[config.mk]
export PLATFORM = sky130hd
export DESIGN_NAME = ca3d_rule
export DESIGN_NICKNAME = d
export VERILOG_FILES = /design/src/rtl/ca3d_pkg.sv /design/src/rtl/ca3d_rule.sv
export SDC_FILE = /design/constraint.sdc
export NUM_CORES = 1
export LEC_CHECK = 0
export BUFFER_PORTS_ARGS = -buffer_cell sky130_fd_sc_hd__buf_2
export CORE_ASPECT_RATIO = 0.8
export CORE_MARGIN = 2
export CORE_UTILIZATION = 40
export DETAILED_ROUTE_END_ITERATION = 12
export PLACE_DENSITY = 0.69
export SLEW_MARGIN = 20
export SYNTH_ARGS = -nofsm -noshare
export SYNTH_HDL_FRONTEND = slang
export SYNTH_SLANG_ARGS = --single-unit
[constraint.sdc]
create_clock -name vclk -period 14.13
set_input_delay 0.7065 -clock vclk [all_inputs]
set_output_delay 0.7065 -clock vclk [all_outputs]
set_load 0.01 [all_outputs]
[src/rtl/ca3d_pkg.sv]
// Shared types and constants for the 3D cellular automaton step block.
package ca3d_pkg;

    // Configuration port geometry
    localparam int CFG_INDEX_W = 3;
    localparam int CFG_DATA_W  = 16;

    // Register field widths
    localparam int RULE_W  = 5;
    localparam int DIM_W   = 7;
    localparam int DEPTH_W = 16;

    // Neighborhood layout: nine rows (3 in y by 3 in z) of three cells in x
    localparam int NUM_ROWS   = 9;
    localparam int ROW_TAPS   = 3;
    localparam int NUM_TAPS   = NUM_ROWS * ROW_TAPS;
    localparam int CENTER_TAP = NUM_TAPS / 2;
    localparam int COUNT_W    = 5;

    // Configuration register indexes
    typedef enum logic [CFG_INDEX_W-1:0] {
        CFG_BORN_MIN    = 3'd0,
        CFG_BORN_MAX    = 3'd1,
        CFG_DIE_MIN     = 3'd2,
        CFG_DIE_MAX     = 3'd3,
        CFG_GRID_WIDTH  = 3'd4,
        CFG_GRID_HEIGHT = 3'd5,
        CFG_GRID_DEPTH  = 3'd6
    } cfg_reg_t;

    // Birth and death thresholds handed to the rule stage
    typedef struct packed {
        logic [RULE_W-1:0] born_min;
        logic [RULE_W-1:0] born_max;
        logic [RULE_W-1:0] die_min;
        logic [RULE_W-1:0] die_max;
    } rule_cfg_t;

endpackage

[src/rtl/ca3d_rule.sv]
// Neighbor count and birth/death rule for one cell.
module ca3d_rule
    import ca3d_pkg::*;
(
    input  rule_cfg_t             cfg,
    input  logic [NUM_TAPS-1:0]   taps,
    input  logic                  interior,
    output logic                  next_cell
);

    logic [1:0]          row_cnt [NUM_ROWS];
    logic [3:0]          plane_cnt [ROW_TAPS];
    logic [COUNT_W-1:0]  count;
    logic                center;

    assign center = taps[CENTER_TAP];

    // Per-row counts, the center cell left out of its row
    always_comb
    begin
        for (int j = 0; j < NUM_ROWS; j++)
        begin
            row_cnt[j] = 2'(taps[j*ROW_TAPS]) + 2'(taps[j*ROW_TAPS+2]);
            if ((j*ROW_TAPS + 1) != CENTER_TAP)
            begin
                row_cnt[j] = row_cnt[j] + 2'(taps[j*ROW_TAPS+1]);
            end
        end
    end

    // Per-plane counts, then the full neighbor count
    always_comb
    begin
        for (int c = 0; c < ROW_TAPS; c++)
        begin
            plane_cnt[c] = 4'(row_cnt[c*ROW_TAPS]) + 4'(row_cnt[c*ROW_TAPS+1])
                         + 4'(row_cnt[c*ROW_TAPS+2]);
        end
        count = COUNT_W'(plane_cnt[0]) + COUNT_W'(plane_cnt[1]) + COUNT_W'(plane_cnt[2]);
    end

    // Shell cells keep their value; interior cells follow the rule
    always_comb
    begin
        next_cell = center;
        if (interior)
        begin
            if (center && (count <= cfg.die_max || count >= cfg.die_min))
            begin
                next_cell = 1'b0;
            end
            else if (!center && count >= cfg.born_min && count <= cfg.born_max)
            begin
                next_cell = 1'b1;
            end
        end
    end

endmodule

### Yosys cells after proc, flatten, opt, wreduce, memory -nomap -nowiden

Index checks and enable logic that the tools add are counted.

* register bits after elaboration: 0
* logic and storage cells: 37

* add/subtract/negate cells: 25
* magnitude comparators: 4
* multiplexer cells: 3
* reductions and logical operators: 5

Operators with widths (count)
* $add 1x1->2: 9
* $add 2x1->2: 8
* $add 3x2->4: 3
* $ge 5x5->1: 2
* $le 5x5->1: 2
* $add 2x2->3: 3
* $add 4x4->5: 1
* $add 5x4->5: 1
* $logic_and 1x1->1: 3
* $mux 1: 3
* $logic_not 1->1: 1
* $logic_or 1x1->1: 1

### Logic depth before layout (Yosys ltp)

* depth after elaboration: 12
* depth in mapped cells: 18
* mapped depth without buffers: 18

### Worst setup path after synthesis

OpenSTA, ideal clock, no wires.

* path type: in2out
* start: input taps[0]
* end: output next_cell
* arrival: 5797 ps
* required time: 13424 ps
* path slack: 7626 ps
* stages on the path: 18
* path buffers: 0
* cells stage by stage: inv_1 -> fa_1 -> fa_1 -> fa_1 -> fa_1 -> fa_1 -> fa_1 -> inv_1 -> ha_1 -> fa_1 -> a21o_1 -> a21oi_1 -> xnor2_1 -> ha_1 -> and3_1 -> nand3_1 -> nand3b_1 -> o311ai_1

* word-level cells in the longest chain between the ends: 12

Ends and longest elaborated chain
* start: declaration: RTL line ca3d_rule.sv:6 `input logic [NUM_TAPS-1:0] taps,`
* $add 1x1->2 *: RTL line ca3d_rule.sv:23 `row_cnt[j] = 2'(taps[j*ROW_TAPS]) + 2'(taps[j*ROW_TAPS+2]);`
* $add 2x1->2 *: RTL line ca3d_rule.sv:26 `row_cnt[j] = row_cnt[j] + 2'(taps[j*ROW_TAPS+1]);`
* $add 2x2->3 *: RTL line ca3d_rule.sv:36 `plane_cnt[c] = 4'(row_cnt[c*ROW_TAPS]) + 4'(row_cnt[c*ROW_TAPS+1])`
* $add 3x2->4 *: RTL line ca3d_rule.sv:37 `+ 4'(row_cnt[c*ROW_TAPS+2]);`
* $add 4x4->5 *: RTL line ca3d_rule.sv:39 `count = COUNT_W'(plane_cnt[0]) + COUNT_W'(plane_cnt[1]) + COUNT_W'(plane_cnt[2]);`
* $add 5x4->5 *: RTL line ca3d_rule.sv:39
* $ge 5x5->1: RTL line ca3d_rule.sv:52 `else if (!center && count >= cfg.born_min && count <= cfg.born_max)`
* $logic_and 1x1->1 (2 in a row): RTL line ca3d_rule.sv:52
* $mux 1: RTL line ca3d_rule.sv:52
* $mux 1 *: RTL line ca3d_rule.sv:48 `if (center && (count <= cfg.die_max || count >= cfg.die_min))`
* $mux 1 *: RTL line ca3d_rule.sv:46 `if (interior)`
* end: declaration: RTL line ca3d_rule.sv:8 `output logic next_cell`

Mark *: on every way between the ends. The rest lies on a longest branch, timed or not.

### Final worst setup path

Same ends and word-level chain as after synthesis.

==> results.py <==
metrics = {
    "die": {
        "num_rows": 17,
        "io_pins": 49,
        "core_um2": 2740,
        "die_w_um": 64.0,
        "initial_core_util_pct": 42.0,
        "die_area_um2": 3330,
        "die_h_um": 52.0,
    },
    "worst_hold_path": {
        "min_path_type": "in2out",
    },
    "finish": {
        "final_cell_mix": "inv_1 (53), buf_2 (49), ha_1 (29), fa_1 (18), a21oi_1 (9)",
        "multiInputGateArea_um2": 952,
        "stdcell_area_um2": 1440,
        "n_antenna_cell": 0,
        "layout_commonest_cell": "inv_1",
        "seq_area_um2": 0,
        "design.seq.count": 0,
        "drive_gt1_share_pct": 26.3,
        "nClkBuffers": 0,
        "final_nets": 283,
        "area_growth_syn_to_layout_pct": 25.4,
        "fillerInstances": 276,
    },
    "timing": {
        "worst_pin_slew_ns": 0.422,
        "fmax_ghz": 0.147,
        "hold_viol": 0,
        "period_needed_ns": 6.79,
        "fin_ws_ns": 7.34,
        "rsz0062_at_grt": "no",
        "maxSlewViolCount": 0,
        "finalSetupViolCount": 0,
        "period_share_pct": 48.1,
        "timing.slew.headroom_pct": 71.7,
        "whs_ns": 1.81,
        "setup_tns_ns": 0,
    },
    "yosys": {
        "synth_compound_area_share_pct": 9.57,
        "ys_seq_area_share_pct": 0,
        "synth-simple-area-share_pct": 7.17,
        "synth_top_family_by_area": "adder cells",
        "avgSynthCellArea_um2": 8.40,
        "ys_warn_count": 0,
        "synth_xor_area_share_pct": 2.28,
        "netlist_area_um2": 1150,
        "synthMuxAreaShare_pct": 0.870,
        "synth_nets": 232,
        "yosysUniqueCellTypes": 24,
        "synth_fa_ha_area_share_pct": 62.8,
        "syn_inst": 137,
    },
    "status": {
        "outcome": "finished, final reports clean",
    },
    "detailed_routing": {
        "finalWirelength_um": 2140,
        "drc": 0,
        "drt_first_pass_iters": 4,
        "route.vias.total": 996,
        "wl_per_cell_um": 9.57,
        "viasPerCell": 4.45,
        "drt-initial-drc-count": 14,
        "drtAntennaViolNets": 0,
    },
    "setup_path": {
        "crit_top_cell": "fa_1",
        "cp.arrival_ns": 6.08,
        "slowest_stage": "fa_1",
        "slowest_delay_ns": 0.56,
        "critPathCaptureType": "output port",
        "path_cells": "buf_2, inv_1, fa_1, fa_1, fa_1, fa_1, fa_1, fa_1, inv_1, ha_1, fa_1, a21o_1, a21oi_1, xnor2_1, ha_1, and3_1, nand3_1, nand3b_1, o311ai_1, buf_2",
        "start_kind": "input pin",
        "critPathMaxFanout": 4,
        "path_class": "in2out",
        "required_ns": 13.42,
    },
    "global_route": {
        "grt_pass1_vias": 939,
        "overflow": 0,
        "grt_first_pass_wirelength_um": 3880,
        "grtUsageTotal_pct": 14.2,
        "grt_max_degree": 5,
        "antenna_found_initial": 0,
    },
    "placed_design": {
        "dp_hpwl_um": 2060,
        "place_area_um2": 1440,
        "routabilityCongestion": 0.869,
        "dp_slack_ns": 7.30,
        "io_buffers": 49,
    },
    "clock_tree": {
        "cts-resized-gates": 0,
        "cts_setup_buffers": 0,
        "ctsHoldBuffers": 0,
    },
    "job": {
        "max_cap_violations": 0,
    },
}
## layout make-up
type / instances / area share, %
well taps: 38 / 3.29
repair buffers: 49 / 17.0
inverters: 53 / 13.8
multi-input cells: 84 / 65.9
## stage by stage
step	instances	util, %
5_1_grt	224	52.6
3_3_place_gp	224	52.6
2_1_floorplan	137	-
6_report	224	52.6
3_5_place_dp	224	52.6
4_1_cts	224	52.6
## synth_stat cells, drive strengths merged
master	count	share of area, %
inv	53	17
ha	29	32
fa	18	31
a21oi	9	3.9
o21ai	4	1.7
a21o	3	2.0
nand2b	2	1.1
nand3	2	0.87
nor2	2	0.65
xnor2	2	1.5
and3	1	0.54
mux2i	1	0.87
nand2	1	0.33
nand3b	1	0.65
nand4	1	0.54
nand4b	1	0.76
nor3	1	0.43
nor3b	1	0.65
o21a	1	0.65
o22ai	1	0.54
o311ai	1	0.76
or2b	1	0.65
xor2	1	0.76
## worst paths after layout
| kind | depth (start not counted) | to | from | slack, ns |
|---|---|---|---|---|
| worst max-delay path | 20 | next_cell | taps[0] | 7.34 |
| worst min-delay path | 4 | next_cell | interior | 1.81 |
## kinds of logic after synthesis
family | Yosys count
AOI/OAI and AO/OA | 19
xor gates and xnor gates | 3
adders and majority gates | 47
buffers and inverters | 53
muxes | 1
and+or+nand+nor | 14
## layer usage
| layer | global-route usage (%) | up-vias | wire length, um |
|---|---|---|---|
| met5 | 0 | - | 0 |
| met4 | 0 | 0 | 0 |
| li1 | - | 520 | - |
| met2 | 25.7 | 15 | 1090 |
| met1 | 20.4 | 461 | 1010 |
| met3 | 0.216 | 0 | 52 |
## critical path, delay by kind of cell
kind | cells | cell delay, ns
buf+inv | 4 | 0.33
fa+ha+maj | 9 | 3.89
xor+xnor | 1 | 0.23
compound gates | 3 | 0.61
simple gates | 3 | 0.33
Power is not shown: default switching activity piles up to over one toggle a cycle in this logic, so the estimate is an artifact.
